File: config.mk
export PLATFORM = sky130hd
export DESIGN_NAME = rpn_stack_evaluator_flat
export DESIGN_NICKNAME = d
export VERILOG_FILES = /design/src/rtl/core/rpn_pkg.sv /design/src/rtl/core/rpn_chan_if.sv /design/src/rtl/core/rpn_stack_evaluator.sv /design/src/flat_wrapper.sv
export SDC_FILE = /design/constraint.sdc
export NUM_CORES = 1
export LEC_CHECK = 0
export BUFFER_PORTS_ARGS = -buffer_cell sky130_fd_sc_hd__clkbuf_2
export CAP_MARGIN = 20
export CELL_PAD_IN_SITES_DETAIL_PLACEMENT = 1
export CELL_PAD_IN_SITES_GLOBAL_PLACEMENT = 2
export CORE_UTILIZATION = 45
export DETAILED_ROUTE_END_ITERATION = 10
export PLACE_DENSITY_LB_ADDON = 0.1
export SYNTH_ARGS = -nofsm -noshare
export SYNTH_HDL_FRONTEND = slang
export SYNTH_SLANG_ARGS = --single-unit
File: constraint.sdc
create_clock -name clk -period 9.1 [get_ports clk]
set_clock_uncertainty 0.15 [all_clocks]
set_input_delay 0.455 -clock clk [delete_from_list [all_inputs] [get_ports clk]]
set_output_delay 0.455 -clock clk [all_outputs]
set_load 0.05 [all_outputs]
File: src/rtl/core/rpn_pkg.sv
// ----------------------------------------------------------------------------
// rpn_pkg
// Shared codes, field widths and sequencer states for the stack evaluator.
// ----------------------------------------------------------------------------
package rpn_pkg;

  // token field widths
  localparam int unsigned FUNC_W    = 3;
  localparam int unsigned OPND_W    = 32;
  localparam int unsigned TOP_W     = 32;
  localparam int unsigned LEVEL_W   = 5;
  localparam int unsigned STATUS_W  = 3;
  localparam int unsigned ERR_W     = 2;

  // operator codes
  localparam logic [FUNC_W-1:0] FUNC_PUSH = 3'd0;
  localparam logic [FUNC_W-1:0] FUNC_ADD  = 3'd1;
  localparam logic [FUNC_W-1:0] FUNC_SUB  = 3'd2;
  localparam logic [FUNC_W-1:0] FUNC_MUL  = 3'd3;
  localparam logic [FUNC_W-1:0] FUNC_DIV  = 3'd4;

  // result status codes
  localparam logic [STATUS_W-1:0] ST_OK    = 3'd0;
  localparam logic [STATUS_W-1:0] ST_UNDER = 3'd1;
  localparam logic [STATUS_W-1:0] ST_FULL  = 3'd2;
  localparam logic [STATUS_W-1:0] ST_DIVZ  = 3'd3;
  localparam logic [STATUS_W-1:0] ST_EMPTY = 3'd4;

  // configuration register map
  localparam int unsigned   CFG_DATA_W = 32;
  localparam int unsigned   CFG_ADDR_W = 2;
  localparam logic [CFG_ADDR_W-1:0] ADDR_OPERAND_ORDER = 2'd0;

  typedef enum logic [3:0] {
    S_IDLE,
    S_DECODE,
    S_LOAD,
    S_EXEC,
    S_ABSL,
    S_ABSR,
    S_MUL,
    S_DIV,
    S_SIGN,
    S_OUT
  } state_t;

endpackage

File: src/rtl/core/rpn_chan_if.sv
// ----------------------------------------------------------------------------
// rpn_chan_if
// Valid/ready channels for the evaluator: token in, result out.
// ----------------------------------------------------------------------------
interface rpn_tok_if;
  logic                                valid;
  logic                                ready;
  logic        [rpn_pkg::FUNC_W-1:0]   func;
  logic signed [rpn_pkg::OPND_W-1:0]   operand_value;
  logic                                last_token;

  modport source (output valid, output func, output operand_value, output last_token,
                  input ready);
  modport sink   (input valid, input func, input operand_value, input last_token,
                  output ready);
endinterface

interface rpn_res_if;
  logic                                valid;
  logic                                ready;
  logic signed [rpn_pkg::TOP_W-1:0]    top_value;
  logic        [rpn_pkg::LEVEL_W-1:0]  stack_level;
  logic        [rpn_pkg::STATUS_W-1:0] status;
  logic                                done_res;

  modport source (output valid, output top_value, output stack_level, output status,
                  output done_res, input ready);
  modport sink   (input valid, input top_value, input stack_level, input status,
                  input done_res, output ready);
endinterface

File: src/rtl/core/rpn_stack_evaluator.sv
// ----------------------------------------------------------------------------
// rpn_stack_evaluator
// Token-at-a-time stack calculator with one shared adder and a bit-serial
// multiply/divide sequence.
// ----------------------------------------------------------------------------
// One token is taken at a time and gives exactly one result transaction.
// A push or a no-op goes from decode straight to the result register; add and
// subtract pass through load and execute; multiply and divide continue from
// execute into a bit-serial sequence set by the single shared adder, which
// retires one bit of the product or quotient per cycle.
// The result sits in an output register, so the next token can be accepted
// while it waits. The top of stack lives in a register and the entries below
// it in a one-read, one-write memory; its contents are not cleared at reset.
// operand_order (byte address 0) must only be written while the block is idle.
module rpn_stack_evaluator #(
  parameter int unsigned STACK_DEPTH = 16,
  parameter int unsigned VALUE_WIDTH = 32
) (
  input  logic                               clk,
  input  logic                               rst_n,
  rpn_tok_if.sink                            in_chan,
  rpn_res_if.source                          out_chan,
  input  logic                               psel,
  input  logic                               penable,
  input  logic                               pwrite,
  input  logic [rpn_pkg::CFG_ADDR_W-1:0]     paddr,
  input  logic [rpn_pkg::CFG_DATA_W-1:0]     pwdata,
  output logic [rpn_pkg::CFG_DATA_W-1:0]     prdata,
  output logic                               pready
);

  localparam int unsigned VW = VALUE_WIDTH;
  localparam int unsigned CW = $clog2(STACK_DEPTH + 1);
  localparam int unsigned IW = $clog2(STACK_DEPTH);
  localparam int unsigned NW = $clog2(VW);

  rpn_pkg::state_t state_r, state_nxt;

  logic                            order_r;
  logic [CW-1:0]                   count_r;
  logic [rpn_pkg::ERR_W-1:0]       err_code_r;
  logic                            err_seen_r;

  logic [rpn_pkg::FUNC_W-1:0]      func_r;
  logic                            last_r;
  logic [VW-1:0]                   opv_r;
  logic [VW-1:0]                   top_r;
  logic [VW-1:0]                   lhs_r;
  logic [VW-1:0]                   rhs_r;
  logic [VW-1:0]                   rem_r;
  logic [NW-1:0]                   iter_r;
  logic                            negq_r;

  logic [VW-1:0]                   stack_mem [STACK_DEPTH];
  logic [VW-1:0]                   mem_rd_r;

  logic                            out_valid_r;
  logic [rpn_pkg::TOP_W-1:0]       out_top_r;
  logic [rpn_pkg::LEVEL_W-1:0]     out_level_r;
  logic [rpn_pkg::STATUS_W-1:0]    out_status_r;
  logic                            out_done_r;

  logic signed [VW+31:0]           opnd_ext;
  logic [VW+31:0]                  top_ext;
  logic [CW+4:0]                   level_ext;
  logic [CW-1:0]                   cnt_m1;
  logic [CW-1:0]                   cnt_m2;
  logic                            stack_full;
  logic                            stack_short;
  logic                            mem_we;
  logic                            in_fire;
  logic                            cfg_wr;
  logic                            out_load;

  logic [VW:0]                     add_a;
  logic [VW:0]                     add_b;
  logic                            add_cin;
  logic [VW+1:0]                   sum;
  logic                            div_fit;

  // --------------------------------------------------------------------------
  // configuration port
  // --------------------------------------------------------------------------
  assign pready = 1'b1;
  assign cfg_wr = psel && penable && pwrite && pready;

  always_comb begin
    prdata = '0;
    if (paddr == rpn_pkg::ADDR_OPERAND_ORDER) begin
      prdata[0] = order_r;
    end
  end

  always_ff @(posedge clk) begin
    if (!rst_n) begin
      order_r <= 1'b0;
    end else if (cfg_wr && paddr == rpn_pkg::ADDR_OPERAND_ORDER) begin
      order_r <= pwdata[0];
    end
  end

  // --------------------------------------------------------------------------
  // handshakes and helpers
  // --------------------------------------------------------------------------
  assign in_chan.ready = rst_n && (state_r == rpn_pkg::S_IDLE);
  assign in_fire       = in_chan.valid && in_chan.ready;

  assign opnd_ext    = (VW+32)'(in_chan.operand_value);
  assign cnt_m1      = count_r - CW'(1);
  assign cnt_m2      = count_r - CW'(2);
  assign stack_full  = (count_r >= CW'(STACK_DEPTH));
  assign stack_short = (count_r < CW'(2));

  assign top_ext   = (VW+32)'(top_r);
  assign level_ext = (CW+5)'(count_r);

  assign out_load = (state_r == rpn_pkg::S_OUT) && (!out_valid_r || out_chan.ready);

  assign mem_we = (state_r == rpn_pkg::S_DECODE) && !err_seen_r &&
                  (func_r == rpn_pkg::FUNC_PUSH) && !stack_full && (count_r != '0);

  // --------------------------------------------------------------------------
  // shared adder: add/sub, negate, multiply step, divide trial subtract
  // --------------------------------------------------------------------------
  always_comb begin
    add_a   = '0;
    add_b   = '0;
    add_cin = 1'b0;
    unique case (state_r)
      rpn_pkg::S_EXEC: begin
        add_a = {1'b0, lhs_r};
        if (func_r == rpn_pkg::FUNC_SUB) begin
          add_b   = ~{1'b0, rhs_r};
          add_cin = 1'b1;
        end else begin
          add_b = {1'b0, rhs_r};
        end
      end
      rpn_pkg::S_ABSL, rpn_pkg::S_SIGN: begin
        add_b   = ~{1'b0, lhs_r};
        add_cin = 1'b1;
      end
      rpn_pkg::S_ABSR: begin
        add_b   = ~{1'b0, rhs_r};
        add_cin = 1'b1;
      end
      rpn_pkg::S_MUL: begin
        add_a = {1'b0, rem_r};
        add_b = rhs_r[0] ? {1'b0, lhs_r} : '0;
      end
      rpn_pkg::S_DIV: begin
        add_a   = {rem_r, lhs_r[VW-1]};
        add_b   = ~{1'b0, rhs_r};
        add_cin = 1'b1;
      end
      default: begin
        add_a   = '0;
        add_b   = '0;
        add_cin = 1'b0;
      end
    endcase
  end

  assign sum     = {1'b0, add_a} + {1'b0, add_b} + (VW+2)'(add_cin);
  assign div_fit = sum[VW+1];

  // --------------------------------------------------------------------------
  // sequencer
  // --------------------------------------------------------------------------
  always_ff @(posedge clk) begin
    if (!rst_n) begin
      state_r <= rpn_pkg::S_IDLE;
    end else begin
      state_r <= state_nxt;
    end
  end

  always_comb begin
    state_nxt = state_r;
    unique case (state_r)
      rpn_pkg::S_IDLE: begin
        if (in_fire) state_nxt = rpn_pkg::S_DECODE;
      end
      rpn_pkg::S_DECODE: begin
        if (!err_seen_r && func_r != rpn_pkg::FUNC_PUSH &&
            func_r <= rpn_pkg::FUNC_DIV && !stack_short) begin
          state_nxt = rpn_pkg::S_LOAD;
        end else begin
          state_nxt = rpn_pkg::S_OUT;
        end
      end
      rpn_pkg::S_LOAD: state_nxt = rpn_pkg::S_EXEC;
      rpn_pkg::S_EXEC: begin
        if (func_r == rpn_pkg::FUNC_MUL) begin
          state_nxt = rpn_pkg::S_MUL;
        end else if (func_r == rpn_pkg::FUNC_DIV && rhs_r != '0) begin
          state_nxt = rpn_pkg::S_ABSL;
        end else begin
          state_nxt = rpn_pkg::S_OUT;
        end
      end
      rpn_pkg::S_ABSL: state_nxt = rpn_pkg::S_ABSR;
      rpn_pkg::S_ABSR: state_nxt = rpn_pkg::S_DIV;
      rpn_pkg::S_MUL: begin
        if (iter_r == '0) state_nxt = rpn_pkg::S_OUT;
      end
      rpn_pkg::S_DIV: begin
        if (iter_r == '0) state_nxt = rpn_pkg::S_SIGN;
      end
      rpn_pkg::S_SIGN: state_nxt = rpn_pkg::S_OUT;
      rpn_pkg::S_OUT: begin
        if (out_load) state_nxt = rpn_pkg::S_IDLE;
      end
      default: state_nxt = rpn_pkg::S_IDLE;
    endcase
  end

  // --------------------------------------------------------------------------
  // stack memory: entries below the top of stack
  // --------------------------------------------------------------------------
  always_ff @(posedge clk) begin
    if (mem_we) begin
      stack_mem[cnt_m1[IW-1:0]] <= top_r;
    end
    mem_rd_r <= stack_mem[cnt_m2[IW-1:0]];
  end

  // --------------------------------------------------------------------------
  // control state: count and sticky error
  // --------------------------------------------------------------------------
  always_ff @(posedge clk) begin
    if (!rst_n) begin
      count_r    <= '0;
      err_code_r <= '0;
      err_seen_r <= 1'b0;
    end else begin
      case (state_r)
        rpn_pkg::S_DECODE: begin
          if (!err_seen_r) begin
            if (func_r == rpn_pkg::FUNC_PUSH) begin
              if (stack_full) begin
                err_code_r <= rpn_pkg::ST_FULL[rpn_pkg::ERR_W-1:0];
                err_seen_r <= 1'b1;
              end else begin
                count_r <= count_r + CW'(1);
              end
            end else if (func_r <= rpn_pkg::FUNC_DIV && stack_short) begin
              err_code_r <= rpn_pkg::ST_UNDER[rpn_pkg::ERR_W-1:0];
              err_seen_r <= 1'b1;
            end
          end
        end
        rpn_pkg::S_EXEC: begin
          if (func_r == rpn_pkg::FUNC_ADD || func_r == rpn_pkg::FUNC_SUB) begin
            count_r <= cnt_m1;
          end else if (func_r == rpn_pkg::FUNC_DIV && rhs_r == '0) begin
            err_code_r <= rpn_pkg::ST_DIVZ[rpn_pkg::ERR_W-1:0];
            err_seen_r <= 1'b1;
          end
        end
        rpn_pkg::S_MUL: begin
          if (iter_r == '0) count_r <= cnt_m1;
        end
        rpn_pkg::S_SIGN: count_r <= cnt_m1;
        rpn_pkg::S_OUT: begin
          // last token closes the expression once its result is registered
          if (out_load && last_r) begin
            count_r    <= '0;
            err_code_r <= '0;
            err_seen_r <= 1'b0;
          end
        end
        default: begin
        end
      endcase
    end
  end

  // --------------------------------------------------------------------------
  // datapath registers
  // --------------------------------------------------------------------------
  always_ff @(posedge clk) begin
    if (in_fire) begin
      func_r <= in_chan.func;
      last_r <= in_chan.last_token;
      opv_r  <= opnd_ext[VW-1:0];
    end
    case (state_r)
      rpn_pkg::S_DECODE: begin
        if (!err_seen_r && func_r == rpn_pkg::FUNC_PUSH && !stack_full) begin
          top_r <= opv_r;
        end
      end
      rpn_pkg::S_LOAD: begin
        if (order_r) begin
          lhs_r <= top_r;
          rhs_r <= mem_rd_r;
        end else begin
          lhs_r <= mem_rd_r;
          rhs_r <= top_r;
        end
      end
      rpn_pkg::S_EXEC: begin
        if (func_r == rpn_pkg::FUNC_ADD || func_r == rpn_pkg::FUNC_SUB) begin
          top_r <= sum[VW-1:0];
        end
        rem_r  <= '0;
        iter_r <= NW'(VW - 1);
        negq_r <= lhs_r[VW-1] ^ rhs_r[VW-1];
      end
      rpn_pkg::S_ABSL: begin
        if (lhs_r[VW-1]) lhs_r <= sum[VW-1:0];
      end
      rpn_pkg::S_ABSR: begin
        if (rhs_r[VW-1]) rhs_r <= sum[VW-1:0];
      end
      rpn_pkg::S_MUL: begin
        // shift-and-add, low VALUE_WIDTH bits of the product only
        rem_r  <= sum[VW-1:0];
        lhs_r  <= {lhs_r[VW-2:0], 1'b0};
        rhs_r  <= {1'b0, rhs_r[VW-1:1]};
        iter_r <= iter_r - NW'(1);
        if (iter_r == '0) top_r <= sum[VW-1:0];
      end
      rpn_pkg::S_DIV: begin
        // restoring divide; quotient bits shift into lhs as the dividend leaves
        if (div_fit) begin
          rem_r <= sum[VW-1:0];
        end else begin
          rem_r <= {rem_r[VW-2:0], lhs_r[VW-1]};
        end
        lhs_r  <= {lhs_r[VW-2:0], div_fit};
        iter_r <= iter_r - NW'(1);
      end
      rpn_pkg::S_SIGN: begin
        top_r <= negq_r ? sum[VW-1:0] : lhs_r;
      end
      default: begin
      end
    endcase
  end

  // --------------------------------------------------------------------------
  // result register
  // --------------------------------------------------------------------------
  always_ff @(posedge clk) begin
    if (!rst_n) begin
      out_valid_r <= 1'b0;
    end else if (out_load) begin
      out_valid_r <= 1'b1;
    end else if (out_chan.ready) begin
      out_valid_r <= 1'b0;
    end
  end

  always_ff @(posedge clk) begin
    if (out_load) begin
      out_top_r   <= (count_r != '0) ? top_ext[rpn_pkg::TOP_W-1:0] : '0;
      out_level_r <= level_ext[rpn_pkg::LEVEL_W-1:0];
      out_done_r  <= last_r;
      if (err_seen_r) begin
        out_status_r <= rpn_pkg::STATUS_W'(err_code_r);
      end else if (last_r && count_r == '0) begin
        out_status_r <= rpn_pkg::ST_EMPTY;
      end else begin
        out_status_r <= rpn_pkg::ST_OK;
      end
    end
  end

  assign out_chan.valid       = out_valid_r;
  assign out_chan.top_value   = out_top_r;
  assign out_chan.stack_level = out_level_r;
  assign out_chan.status      = out_status_r;
  assign out_chan.done_res    = out_done_r;

endmodule
File: src/flat_wrapper.sv
// flat-port wrapper written by rule: the top's interface ports become plain ports
module rpn_stack_evaluator_flat 
#(
  parameter int unsigned STACK_DEPTH = 16,
  parameter int unsigned VALUE_WIDTH = 32
)
  (clk, rst_n, psel, penable, pwrite, paddr, pwdata, prdata, pready, in_chan_valid, in_chan_func, in_chan_operand_value, in_chan_last_token, in_chan_ready, out_chan_valid, out_chan_top_value, out_chan_stack_level, out_chan_status, out_chan_done_res, out_chan_ready);
  rpn_tok_if in_chan_i ();
  rpn_res_if out_chan_i ();
  input  logic clk;
  input  logic rst_n;
  input  logic psel;
  input  logic penable;
  input  logic pwrite;
  input  logic [rpn_pkg::CFG_ADDR_W-1:0] paddr;
  input  logic [rpn_pkg::CFG_DATA_W-1:0] pwdata;
  output logic [rpn_pkg::CFG_DATA_W-1:0] prdata;
  output logic pready;
  input wire logic [$bits(in_chan_i.valid)-1:0] in_chan_valid;
  input wire logic [$bits(in_chan_i.func)-1:0] in_chan_func;
  input wire logic [$bits(in_chan_i.operand_value)-1:0] in_chan_operand_value;
  input wire logic [$bits(in_chan_i.last_token)-1:0] in_chan_last_token;
  output wire logic [$bits(in_chan_i.ready)-1:0] in_chan_ready;
  output wire logic [$bits(out_chan_i.valid)-1:0] out_chan_valid;
  output wire logic [$bits(out_chan_i.top_value)-1:0] out_chan_top_value;
  output wire logic [$bits(out_chan_i.stack_level)-1:0] out_chan_stack_level;
  output wire logic [$bits(out_chan_i.status)-1:0] out_chan_status;
  output wire logic [$bits(out_chan_i.done_res)-1:0] out_chan_done_res;
  input wire logic [$bits(out_chan_i.ready)-1:0] out_chan_ready;
  assign in_chan_i.valid = in_chan_valid;
  assign in_chan_i.func = in_chan_func;
  assign in_chan_i.operand_value = in_chan_operand_value;
  assign in_chan_i.last_token = in_chan_last_token;
  assign in_chan_ready = in_chan_i.ready;
  assign out_chan_valid = out_chan_i.valid;
  assign out_chan_top_value = out_chan_i.top_value;
  assign out_chan_stack_level = out_chan_i.stack_level;
  assign out_chan_status = out_chan_i.status;
  assign out_chan_done_res = out_chan_i.done_res;
  assign out_chan_i.ready = out_chan_ready;
  rpn_stack_evaluator #(.STACK_DEPTH(STACK_DEPTH), .VALUE_WIDTH(VALUE_WIDTH)) u_core (.clk(clk), .rst_n(rst_n), .in_chan(in_chan_i), .out_chan(out_chan_i), .psel(psel), .penable(penable), .pwrite(pwrite), .paddr(paddr), .pwdata(pwdata), .prdata(prdata), .pready(pready));
endmodule
==> results.txt <==
weighted congestion at the end of routability-driven global placement = 0.827
total of endpoints with negative setup slack in the final report = 0
worst reg2reg path endpoint = u_core.rhs_r[28]
placement row count = 100
Worst path most repeated cell = sky130_fd_sc_hd__fa_1
Worst Setup SP = u_core.state_r[3]
Final HPWL DP = 58,000 um
post-CTS setup buffers = 0
clk sinks = 769
switching power = 3290 uW
most used flip-flop cell after synthesis = sky130_fd_sc_hd__edfxtp_1
Setup crit end kind = register
Clk network pwr share = 32.5%
sequential group share of total power = 45.6%
critical path class = register to register
share of the synthesized area in the top cell type = 63.5%
share of layout cells above drive strength 1 = 19.7%
most used standard cell by instance count after synthesis = sky130_fd_sc_hd__edfxtp_1
post-layout min period = 6470 ps
drt pass-1 iters = 5
post-cts repair resize count = 0
list of cells traversed by the critical path = nand2b_1 -> or2_2 -> inv_2 -> a22oi_2 -> buf_4 -> o221ai_1 -> fa_1 -> fa_1 -> a211oi_1 -> nor2_1 -> o311ai_1 -> a31oi_1 -> a21oi_1 -> or4b_1 -> nand4_1 -> a221o_1
H-tree lvl count = 3
count of routing violations after the opening detailed-route iteration = 1,570
number of warning messages in the yosys log = 0
cell internal pwr = 7550 uW
CTS Buf Count = 84
die outline area = 77,100 um2
synth top area cells = sky130_fd_sc_hd__edfxtp_1 64%, sky130_fd_sc_hd__mux4_2 11%, sky130_fd_sc_hd__mux2i_1 4.2%, sky130_fd_sc_hd__dfxtp_1 2.7%, sky130_fd_sc_hd__nor2_1 1.9%
summed area of non-filler cells in the final layout = 39,100 um2
ratio of total power to cell area = 278 nW/um2
post-synthesis cell type count = 64
max_slew headroom = 24.1%
setup TNS = 0 ps
number of enable-type register cells in the synthesized netlist = 723
Max Slew Vio Count = 0
fraction of power consumed by combinational cells = 21.9%
highest fanout seen on the critical path = 34
run status = complete, no violations
wire length on met3 = 4770 um
diode insertion count for antenna repair = 0
via count of the first global-routing pass = 21.2k
Layout Nets = 2,442
number of failing hold endpoints at the final stage = 0
FF+latch count, synth = 769
top post-synthesis cells by count = 723 x sky130_fd_sc_hd__edfxtp_1, 171 x sky130_fd_sc_hd__nor2_1, 160 x sky130_fd_sc_hd__mux4_2
horizontal extent of the die = 278 um
detailed-route DRC error count = 0
R2R depth = 16
clock-pin slew reported for the worst setup and hold paths after clock tree synthesis = 60 ps
WL final = 96,300 um
number of antenna violations at the first check in global routing = 0
critical path data arrival time = 6720 ps
Worst-Margin Slew = 1140 ps
pin count of the biggest net entering global routing = 109
global-route wire length before repair = 143,000 um
biggest cell delay along the critical path = 910 ps
cell at the slowest stage of the critical path = sky130_fd_sc_hd__dfxtp_1
total core area = 74,800 um2
Syn Area/Cell = 15.6 um2
Reg2Reg Launch Point = u_core.state_r[3]
cell class contributing the biggest share of worst-path delay = compound AO/OA/AOI/OAI gates
share of flip-flops with an asynchronous set or reset = 0%
placed instance area = 35,800 um2
Die Span Y = 278 um
TritonCTS clock tree = yes
crit path capture = u_core.rhs_r[28]
total gr overflow = 0
synthesis-to-layout area growth = 14.3%
clock root cell = sky130_fd_sc_hd__clkbuf_16
classification of the worst-slack hold path = input pin to register
IR drop worst, VDD = 185 uV
Longest Clk Path Bufs = 3
initial core utilization = 45.7%
CP bufs+invs = 2
count of cell instances traversed by the critical path = 16
switching part of the total = 30.3%
total of max-cap violations = 0
summed instance area of the synthesized netlist = 34,200 um2
Crit path required time = 9360 ps
Highest Clock Rate = 155 MHz
setup repair after global routing missed its margin = no
total leakage power = 0.0129 uW
port buffer count = 89
Detail Route met2 WL = 46,000 um
number of hold buffers added after cts = 38
setup slack of the most critical reg-to-reg path = 2630 ps
highest signal layer in the routed design = met4
Total GRT Usage = 25.1%
count of pins on the block boundary = 153
number of instances in the synthesized netlist = 2,195
mean routed wirelength per cell = 28.7 um
via count = 20.3k
most area-hungry cell type in the Yosys netlist = sky130_fd_sc_hd__edfxtp_1
crit path launch type = register
period utilization = 71.1%
via/cell ratio = 6.04
remaining antenna violation count = 0
routed metal-1 wirelength = 43,500 um
Skew-Pair Late Insertion Delay = 660 ps
portion of the post-synthesis area used by sequential elements = 66.2%
==> flip-flops by register name (all words and copies together), names as in the netlist <==
signal                       count
u_core.count_r                   5
u_core.err_code_r                2
u_core.err_seen_r                1
u_core.func_r                    3
u_core.iter_r                    5
u_core.last_r                    1
u_core.lhs_r                    32
u_core.mem_rd_r                 32
u_core.negq_r                    1
u_core.opv_r                    32
u_core.order_r                   1
u_core.out_chan.done_res         1
u_core.out_chan.stack_level      5
u_core.out_chan.status           3
u_core.out_chan.top_value       32
u_core.out_chan.valid            1
u_core.rem_r                    32
u_core.rhs_r                    32
u_core.stack_mem               512
u_core.state_r                   4
u_core.top_r                    32
==> per-layer routing <==
metal / GRT usage, % / up-vias
met5: 0 / -
met4: 6.33 / 0
met1: 36.0 / 10700
met2: 40.7 / 590
met3: 3.52 / 117
li1: - / 8897
==> per-stage QoR <==
step | setup slack, ps | instances | hold slack [ps] | power, uW | util (%)
6_report | 2630 | 3361 | 52.1 | 10800 | 52.2
5_1_grt | 2170 | 3361 | 45.5 | 11300 | 52.2
3_3_place_gp | 2670 | 3164 | 339 | 7330 | 47.8
3_5_place_dp | 2560 | 3166 | 358 | 7390 | 47.8
2_1_floorplan | 4150 | 2225 | 253 | 6500 | -
4_1_cts | 2570 | 3361 | 18.5 | 10900 | 52.2
==> logic make-up after synthesis <==
family,share of synthesized area [%]
simple gates,6.04
xor+xnor,0.974
fa+ha+maj,1.65
mux,14.7
flops,66.2
other cells,0.0220
compound gates,7.89
buf+inv,2.48
==> placed cells by master, fill, tap and decap left out, types with 9 or more instances in the layout <==
master / instances
sky130_fd_sc_hd__o221ai_1: 19
sky130_fd_sc_hd__clkinv_2: 14
sky130_fd_sc_hd__mux4_2: 160
sky130_fd_sc_hd__edfxtp_1: 723
sky130_fd_sc_hd__nand2b_1: 12
sky130_fd_sc_hd__conb_1: 32
sky130_fd_sc_hd__bufinv_16: 9
sky130_fd_sc_hd__buf_4: 43
sky130_fd_sc_hd__clkbuf_1: 20
sky130_fd_sc_hd__inv_1: 18
sky130_fd_sc_hd__a221o_1: 45
sky130_fd_sc_hd__ha_1: 41
sky130_fd_sc_hd__a211oi_1: 11
sky130_fd_sc_hd__nor4_1: 9
sky130_fd_sc_hd__xor2_1: 13
sky130_fd_sc_hd__clkinv_1: 12
sky130_fd_sc_hd__dfxtp_1: 42
sky130_fd_sc_hd__o21ai_0: 94
sky130_fd_sc_hd__o211ai_1: 35
sky130_fd_sc_hd__a21oi_1: 90
sky130_fd_sc_hd__nor2b_1: 43
sky130_fd_sc_hd__nand2_1: 144
sky130_fd_sc_hd__xnor2_1: 24
sky130_fd_sc_hd__clkbuf_16: 85
sky130_fd_sc_hd__nand3_1: 23
sky130_fd_sc_hd__mux2i_1: 143
sky130_fd_sc_hd__nor2_1: 149
sky130_fd_sc_hd__nor3_1: 13
sky130_fd_sc_hd__clkbuf_2: 89
sky130_fd_sc_hd__dlygate4sd3_1: 38
sky130_fd_sc_hd__nor2_4: 19
sky130_fd_sc_hd__a21o_1: 13
sky130_fd_sc_hd__a22oi_1: 29
==> power groups by stage <==
stage | Clock, uW | Combinational (uW) | Sequential, uW
after floorplan | 0 | 1800 | 4700
after global placement | 0 | 2360 | 4980
after detailed placement | 0 | 2380 | 5010
after CTS | 3590 | 2410 | 4940
after global routing | 3720 | 2570 | 4980
final | 3520 | 2370 | 4940
==> worst reg2reg max path, cell delays in order (launching register included) <==
cell and delay, ps:
sky130_fd_sc_hd__dfxtp_1 910, sky130_fd_sc_hd__nand2b_1 230, sky130_fd_sc_hd__or2_2 300, sky130_fd_sc_hd__inv_2 90
sky130_fd_sc_hd__a22oi_2 140, sky130_fd_sc_hd__buf_4 410, sky130_fd_sc_hd__o221ai_1 250, sky130_fd_sc_hd__fa_1 450
sky130_fd_sc_hd__fa_1 510, sky130_fd_sc_hd__a211oi_1 270, sky130_fd_sc_hd__nor2_1 140, sky130_fd_sc_hd__o311ai_1 660
sky130_fd_sc_hd__a31oi_1 360, sky130_fd_sc_hd__a21oi_1 460, sky130_fd_sc_hd__or4b_1 190, sky130_fd_sc_hd__nand4_1 320
sky130_fd_sc_hd__a221o_1 430
==> how the worst min path moves through the flow <==
stage,from,end,depth (start not counted)
6_report,out_chan_ready,u_core.out_chan.valid,3
5_1_grt,out_chan_ready,u_core.out_chan.valid,3
4_1_cts,out_chan_ready,u_core.out_chan.valid,3
3_5_place_dp,u_core.err_code_r[1],u_core.err_code_r[1],2
3_3_place_gp,u_core.last_r,u_core.out_chan.done_res,0
2_1_floorplan,u_core.count_r[3],u_core.out_chan.stack_level[3],0
==> cell type report <==
| cell class | count | area (um2) |
|---|---|---|
| clock buffer | 112 | 2300 |
| multi-input combinational | 1273 | 11000 |
| clock inverter | 45 | 592 |
| timing repair buffer | 173 | 1220 |
| fill | 7074 | 35800 |
| sequential | 769 | 22600 |
| tap | 969 | 1210 |
| inverter | 20 | 75.1 |
No activity file was read; power rests on OpenSTA's default activity.
